===== config.mk =====
export PLATFORM = sky130hd
export DESIGN_NAME = sorted_sleep_timer_queue
export DESIGN_NICKNAME = d
export VERILOG_FILES = /design/src/sv/sstq_pkg.sv /design/src/sv/sorted_sleep_timer_queue.sv /design/src/sv/sstq_ram.sv
export SDC_FILE = /design/constraint.sdc
export NUM_CORES = 1
export LEC_CHECK = 0
export BUFFER_PORTS_ARGS = -buffer_cell sky130_fd_sc_hd__buf_2
export CAP_MARGIN = 20
export CORE_ASPECT_RATIO = 1.2
export CORE_MARGIN = 4
export CORE_UTILIZATION = 48
export CTS_BUF_LIST = sky130_fd_sc_hd__clkbuf_4
export DETAILED_ROUTE_END_ITERATION = 8
export PLACE_DENSITY = 0.61
export SYNTH_ARGS = -nofsm -noshare
export SYNTH_HDL_FRONTEND = slang
export SYNTH_SLANG_ARGS = --single-unit

===== constraint.sdc =====
create_clock -name clk -period 12.3 [get_ports clk]
set_input_delay 2.46 -clock clk [delete_from_list [all_inputs] [get_ports clk]]
set_output_delay 2.46 -clock clk [all_outputs]
set_load 0.02 [all_outputs]

===== src/sv/sstq_pkg.sv =====
`timescale 1ns / 1ps
// ----------------------------------------------------------------------------
// sstq_pkg
// shared constants and types for the sorted sleep timer queue
// ----------------------------------------------------------------------------
package sstq_pkg;

  localparam int QUEUE_DEPTH = 16;
  localparam int IDX_W       = $clog2(QUEUE_DEPTH);
  localparam int CNT_W       = $clog2(QUEUE_DEPTH + 1);
  localparam int TIME_W      = 32;
  localparam int ID_W        = 4;
  localparam int ENTRY_W     = TIME_W + ID_W;

  typedef enum logic [1:0] {
    KIND_SLEEP_OK   = 2'd0,
    KIND_SLEEP_FULL = 2'd1,
    KIND_WOKEN      = 2'd2,
    KIND_NONE       = 2'd3
  } kind_t;

  localparam logic FUNC_SLEEP = 1'b0;
  localparam logic FUNC_TICK  = 1'b1;

endpackage


===== src/sv/sorted_sleep_timer_queue.sv =====
`timescale 1ns / 1ps
// ----------------------------------------------------------------------------
// sorted_sleep_timer_queue
// rtos sleep queue: millisecond clock plus wake-time sorted list of tasks
// ----------------------------------------------------------------------------
// usage
//   in_ channel: func 0 is a sleep item (task_id, duration_ms), func 1 is a
//   one millisecond tick. out_ channel: kind, woken_task, now_ms, last.
//   the queue lives in one ram of {wake time, id}; it is kept as a circular
//   buffer so pops only move a head pointer. inserts shift the tail up one
//   entry a pass: read entry, compare, write it one slot higher.
//   a rejected sleep answers in the cycle after it is taken; an accepted sleep
//   reads each later entry on the ram read port, compares it and writes it one
//   slot higher on the write port (read and compare states), then writes the
//   new entry into the freed slot. a tick examines head entries in turn by
//   read, compare and emit states and wakes at most QUEUE_DEPTH tasks; each
//   woken item is held until the next head is compared, so last can be set.
//   one item in flight at a time. each result sits in an output register;
//   while the receiver stalls the engine waits, and in_stall stays high
//   until the item finishes and its final result has been taken.
//   reset clears the clock, the occupancy and the pointers; ram contents are
//   never used before being written.
// ----------------------------------------------------------------------------
module sorted_sleep_timer_queue (
  input  logic        clk,
  input  logic        rst_n,
  input  logic        in_valid,
  output logic        in_stall,
  input  logic        in_func,
  input  logic [3:0]  in_task_id,
  input  logic [31:0] in_duration_ms,
  output logic        out_valid,
  input  logic        out_stall,
  output logic [1:0]  out_kind,
  output logic [3:0]  out_woken_task,
  output logic [31:0] out_now_ms,
  output logic        out_last
);

  localparam int IW = sstq_pkg::IDX_W;
  localparam int CW = sstq_pkg::CNT_W;

  typedef enum logic [2:0] {
    S_IDLE, S_INS_RD, S_INS_CMP, S_POP_RD, S_POP_CMP, S_EMIT
  } state_t;

  state_t state_r;
  logic [CW-1:0] occ_r;
  logic [IW-1:0] head_r;
  logic [31:0]   clock_r;
  logic [31:0]   wake_r;
  logic [3:0]    id_r;      // request id, then the woken id being held
  logic [3:0]    nid_r;     // id of the head just popped
  logic [CW-1:0] pos_r;     // logical slot being examined (insert walks down)
  logic [CW-1:0] nwoke_r;
  logic          more_r;    // last compare popped a due head
  logic          have_r;    // a woken item is held back in id_r

  logic                          we;
  logic [IW-1:0]                 waddr, raddr;
  logic [sstq_pkg::ENTRY_W-1:0]  wdata, rdata;

  sstq_ram #(.WIDTH(sstq_pkg::ENTRY_W), .DEPTH(sstq_pkg::QUEUE_DEPTH)) u_ram (
    .clk, .we, .waddr, .wdata, .raddr, .rdata
  );

  // physical address of logical slot, wrapping at the depth
  function automatic logic [IW-1:0] phys(input logic [IW-1:0] h,
                                         input logic [CW-1:0] p);
    logic [CW:0] s;
    s = (CW+1)'(h) + (CW+1)'(p);
    if (s >= (CW+1)'(sstq_pkg::QUEUE_DEPTH)) begin
      s = s - (CW+1)'(sstq_pkg::QUEUE_DEPTH);
    end
    return s[IW-1:0];
  endfunction

  logic [31:0] r_wake;
  logic [3:0]  r_id;
  assign r_wake = rdata[sstq_pkg::ENTRY_W-1 -: 32];
  assign r_id   = rdata[3:0];

  logic accept;
  assign in_stall = (state_r != S_IDLE) || out_valid;
  assign accept   = in_valid && !in_stall;

  // output register free this cycle, and emit loads it this cycle
  logic out_free;
  logic emit_now;
  assign out_free = !out_valid || !out_stall;
  assign emit_now = (state_r == S_EMIT) && out_free && (have_r || !more_r);

  // read address: slot below pos when inserting, head when popping
  always_comb begin
    raddr = head_r;
    if (state_r == S_INS_RD) begin
      raddr = phys(head_r, pos_r - CW'(1));
    end
    we    = 1'b0;
    waddr = phys(head_r, pos_r);
    wdata = {wake_r, id_r};
    if (state_r == S_INS_CMP) begin
      we = 1'b1;
      if (r_wake > wake_r) begin
        wdata = rdata;   // shift this entry up one slot
      end
    end else if (state_r == S_INS_RD && pos_r == '0) begin
      we = 1'b1;
    end
  end

  always_ff @(posedge clk) begin
    if (!rst_n) begin
      state_r   <= S_IDLE;
      occ_r     <= '0;
      head_r    <= '0;
      clock_r   <= '0;
      out_valid <= 1'b0;
      pos_r     <= '0;
      nwoke_r   <= '0;
      more_r    <= 1'b0;
      have_r    <= 1'b0;
    end else begin
      if (out_valid && !out_stall && !emit_now) begin
        out_valid <= 1'b0;
      end
      case (state_r)
        S_IDLE: begin
          if (accept) begin
            id_r <= in_task_id;
            if (in_func == sstq_pkg::FUNC_SLEEP) begin
              wake_r <= clock_r + in_duration_ms;
              if (occ_r >= CW'(sstq_pkg::QUEUE_DEPTH)) begin
                out_valid      <= 1'b1;
                out_kind       <= sstq_pkg::KIND_SLEEP_FULL;
                out_woken_task <= in_task_id;
                out_now_ms     <= clock_r;
                out_last       <= 1'b1;
              end else begin
                pos_r   <= occ_r;
                state_r <= S_INS_RD;
              end
            end else begin
              clock_r <= clock_r + 32'd1;
              nwoke_r <= '0;
              have_r  <= 1'b0;
              state_r <= S_POP_RD;
            end
          end
        end
        S_INS_RD: begin
          if (pos_r == '0) begin
            occ_r          <= occ_r + CW'(1);
            out_valid      <= 1'b1;
            out_kind       <= sstq_pkg::KIND_SLEEP_OK;
            out_woken_task <= id_r;
            out_now_ms     <= clock_r;
            out_last       <= 1'b1;
            state_r        <= S_IDLE;
          end else begin
            state_r <= S_INS_CMP;
          end
        end
        S_INS_CMP: begin
          if (r_wake > wake_r) begin
            pos_r   <= pos_r - CW'(1);
            state_r <= S_INS_RD;
          end else begin
            occ_r          <= occ_r + CW'(1);
            out_valid      <= 1'b1;
            out_kind       <= sstq_pkg::KIND_SLEEP_OK;
            out_woken_task <= id_r;
            out_now_ms     <= clock_r;
            out_last       <= 1'b1;
            state_r        <= S_IDLE;
          end
        end
        S_POP_RD: begin
          state_r <= S_POP_CMP;
        end
        S_POP_CMP: begin
          // pop the head when due and the per-tick wake limit is not reached
          if (occ_r != '0 && r_wake <= clock_r
              && nwoke_r != CW'(sstq_pkg::QUEUE_DEPTH)) begin
            nid_r   <= r_id;
            head_r  <= phys(head_r, CW'(1));
            occ_r   <= occ_r - CW'(1);
            nwoke_r <= nwoke_r + CW'(1);
            more_r  <= 1'b1;
          end else begin
            more_r  <= 1'b0;
          end
          state_r <= S_EMIT;
        end
        S_EMIT: begin
          if (have_r) begin
            // held item is last only when the compare just done found nothing
            if (out_free) begin
              out_valid      <= 1'b1;
              out_kind       <= sstq_pkg::KIND_WOKEN;
              out_woken_task <= id_r;
              out_now_ms     <= clock_r;
              out_last       <= !more_r;
              if (more_r) begin
                id_r    <= nid_r;
                state_r <= S_POP_RD;
              end else begin
                have_r  <= 1'b0;
                state_r <= S_IDLE;
              end
            end
          end else if (more_r) begin
            // first woken task: hold it until the next head is known
            id_r    <= nid_r;
            have_r  <= 1'b1;
            state_r <= S_POP_RD;
          end else if (out_free) begin
            out_valid      <= 1'b1;
            out_kind       <= sstq_pkg::KIND_NONE;
            out_woken_task <= id_r;
            out_now_ms     <= clock_r;
            out_last       <= 1'b1;
            state_r        <= S_IDLE;
          end
        end
        default: state_r <= S_IDLE;
      endcase
    end
  end

  property p_occ_bound;
    @(posedge clk) disable iff (!rst_n) occ_r <= CW'(sstq_pkg::QUEUE_DEPTH);
  endproperty
  a_occ_bound: assert property (p_occ_bound) else $error("occupancy overflow");

  a_no_accept_busy: assert property (@(posedge clk) disable iff (!rst_n)
    (state_r != S_IDLE) |-> !accept) else $error("item taken while busy");

  a_tick_clock: assert property (@(posedge clk) disable iff (!rst_n)
    (accept && in_func != sstq_pkg::FUNC_SLEEP) |=> clock_r == $past(clock_r) + 32'd1)
    else $error("tick did not advance clock");

endmodule


===== src/sv/sstq_ram.sv =====
`timescale 1ns / 1ps
// ----------------------------------------------------------------------------
// sstq_ram
// generic ram with one write port and one registered read port
// ----------------------------------------------------------------------------
module sstq_ram #(
  parameter int WIDTH = 8,
  parameter int DEPTH = 16
) (
  input  logic                     clk,
  input  logic                     we,
  input  logic [$clog2(DEPTH)-1:0] waddr,
  input  logic [WIDTH-1:0]         wdata,
  input  logic [$clog2(DEPTH)-1:0] raddr,
  output logic [WIDTH-1:0]         rdata
);

  logic [WIDTH-1:0] mem [DEPTH];

  always_ff @(posedge clk) begin
    if (we) begin
      mem[waddr] <= wdata;
    end
    rdata <= mem[raddr];
  end

endmodule


==> flow_summary.ini <==
[outcome]
status = finished clean

[die]
die_x_um = 245
rows = 104
dieArea_sq_mm = 0.0717
io_pins = 82
start_util_pct = 48.3
die_h_um = 293
core_sq_mm = 0.0670

[sta]
max_freq_ghz = 0.199
rsz0062_at_grt = false
fin_crit_sh_pct = 40.8
finalMaxSlewViolations = 0
final_hold_viol_count = 0
finalSetupViolCount = 0
post-route-min-period_ns = 5.02
slew_headroom_pct = 25.3
final.setup.tns_ns = 0
skew_ns = 0.0662
tightest_slew_ns = 1.12

[flow_run]
cap_violations = 0

[route]
routed_wirelength_um = 84500
avgViaCountPerCell = 5.62
ant_nets = 0
drt_iter0_markers = 1833
vias = 22270
route.detailed.drc = 0
wl_per_cell_um = 21.3
dr.pass1.iters = 5

[setup_path]
cp_num_buf_inv = 1
crit_type = reg -> out
path_delay_family = simple AND/OR/NAND/NOR gates
crit_chain = nor3_1 > nand2b_1 > buf_2
slowest_stage = nor3_1
endpoint_kind = output port
r2r_slack_ns = 7.46
reg2reg_depth = 13
arrival_ns = 2.56
r2r-end = u_ram.rdata[23]
critPathLaunchType = flip-flop
required_ns = 9.84
crit_fanout = 17
crit_cells = 3
r2r-start = pos_r[0]
max_stage_delay_ns = 0.81
critPathLaunch = state_r[1]
crit_end = in_stall

[final_layout]
drive_gt1_share_pct = 16.4
final_cell_mix = edfxtp_1, nand2_1, nand3_1
fillers = 5675
multi_input_comb_area_sq_mm = 0.0102
area_growth_pct = 12.8
final_cell_count_no_fill = 3960
regArea_sq_mm = 0.0215
final_common_cell = edfxtp_1
fin_nets = 3064

[synthesis]
muxShareOfSynthArea_pct = 0.904
postSynthAreaPerCell_sq_um = 11.9
synth-main-ff-cell = edfxtp_1
synth_warnings = 0
synth_xor_area_share_pct = 2.11
syn_area_sq_mm = 0.0324
synth_cells = 2723
yosysTopAreaCell = edfxtp_1
synth_area_leaders = edfxtp_1, nand2_1, dfxtp_1, nand3_1, ha_1
netlist-cell-type-count = 64
synth-simple-area-share_pct = 16.3
yosysTopAreaCellShare_pct = 60.7
synth_edf_count = 655
ys_seq_area_share_pct = 66.5
synthAdderAreaFrac_pct = 4.46
synth-seq-cells = 748
synth_compound_area_share_pct = 7.03
synth_top_family_by_area = simple AND/OR/NAND/NOR gates
ys_async_sr_fraction_pct = 0
syn-num-nets = 2877

[global_routing]
antenna_found_initial = 2
grt_pass1_vias = 22182
grt_use_total_pct = 23.4
grt_pass1_wl_um = 129000
grt_max_degree = 152
gr-total-overflow = 0

[cts]
clk_root_buffer_cell = clkbuf_4
clockBufferDepth = 3
numCtsBuffers = 178
htree_levels = 4
post_cts_buffers = 0
hold_buffers = 0
tritoncts = done
cts_sinks = 748
clk_pin_slew_ns = 0.07
clk_latency_ns = 0.98
cts.repair.resized = 0

[power_and_ir_drop]
powerDensity_mw_per_mm2 = 184
max-vdd-ir-drop_mv = 0.121
power.switching_mw = 2.13
p_leak_nw = 13.6
clockPowerShare_pct = 31.1
swShare_pct = 31.6
power.internal_mw = 4.61
seqPwrFrac_pct = 46.3
p_comb_share_pct = 22.5

[placed_design]
place_hpwl_um = 45900
post-place-cells = 3630
gp_congestion = 0.901
portBuffers = 81

[min_path]
hold_class = reg -> reg
==> registers in the layout, summed over array words and instances (netlist names), 5 cells and up <==
signal / flops
u_ram.mem: 576
u_ram.rdata: 36
clock_r: 32
out_now_ms: 32
wake_r: 32
nwoke_r: 5
occ_r: 5
pos_r: 5
==> area by class of cell <==
type / count / area share, %
diodes: 1 / 0.00685
clock inverters: 44 / 0.781
repair buffers: 147 / 2.57
inverters: 86 / 0.883
flip-flops and latches: 748 / 58.9
well taps: 901 / 3.09
multi-input cells: 1749 / 27.9
clock buffers: 284 / 5.83
==> cell usage after synthesis, drive strengths merged, types with 5 or more instances <==
master,count
a211oi,14
a21o,35
a21oi,61
a311oi,72
a31oi,42
and2,8
and3,45
buf,32
clkbuf,108
dfxtp,93
edfxtp,655
ha,109
inv,86
mux2,14
mux2i,9
nand2,654
nand2b,7
nand3,302
nand4,23
nor2,101
nor2b,12
nor3,14
nor4,10
o211ai,5
o21a,9
o21ai,70
or2,5
or3,5
xnor2,62
xor2,16
==> through the flow <==
step	hold WS, ns	worst slack [ns]	cell area [sq um]	power (mW)	utilization [%]
2_1_floorplan	0.403	5.17	32400	4.16	-
5_1_grt	0.435	7.03	36500	7.11	54.5
4_1_cts	0.425	7.13	36500	6.79	54.5
3_5_place_dp	0.416	6.57	34100	4.69	50.9
6_report	0.430	7.28	36500	6.73	54.5
3_3_place_gp	0.415	6.64	34100	4.64	50.9
==> power groups by stage <==
| stage | Clock [mW] | Sequential [mW] | Combinational, mW |
|---|---|---|---|
| 2_1_floorplan | 0 | 3.13 | 1.03 |
| 3_3_place_gp | 0 | 3.16 | 1.47 |
| 3_5_place_dp | 0 | 3.17 | 1.52 |
| 4_1_cts | 2.15 | 3.11 | 1.53 |
| 5_1_grt | 2.28 | 3.13 | 1.70 |
| 6_report | 2.10 | 3.12 | 1.52 |
==> how the worst min path moves through the flow <==
stage	startpoint	to	slack, ns	depth (start not counted)
floorplan	u_ram.rdata[0]	nid_r[0]	0.40	0
global placement	u_ram.rdata[2]	nid_r[2]	0.41	0
detailed placement	u_ram.rdata[1]	nid_r[1]	0.42	0
CTS	u_ram.rdata[1]	nid_r[1]	0.42	0
global route	u_ram.rdata[1]	nid_r[1]	0.44	0
finish	u_ram.rdata[1]	nid_r[1]	0.43	0
==> cell families after synthesis <==
logic type	Yosys count
mux	25
xor+xnor	78
buf+inv	226
fa+ha+maj	113
flops	748
simple gates	1196
compound gates	337
==> worst reg2reg max path: cells and delay by family, from the launching register on <==
kind | cells | cell delay (ns)
flip-flops | 1 | 0.44
adder cells (fa/ha/maj) | 2 | 0.56
AO/OA/AOI/OAI | 4 | 1.17
buffers and inverters | 3 | 1.57
AND/OR/NAND/NOR | 2 | 0.34
XOR/XNOR | 2 | 0.66
==> layer usage <==
| metal | routed length [um] | GRT usage (%) | share of wire (%) |
|---|---|---|---|
| met1 | 35100 | 30.8 | 41 |
| met2 | 41400 | 38.9 | 49 |
| met3 | 5700 | 4.38 | 6.7 |
| met4 | 2400 | 8.91 | 2.8 |
| met5 | 0 | 0 | 0 |
(Power assumes the default switching activity.)
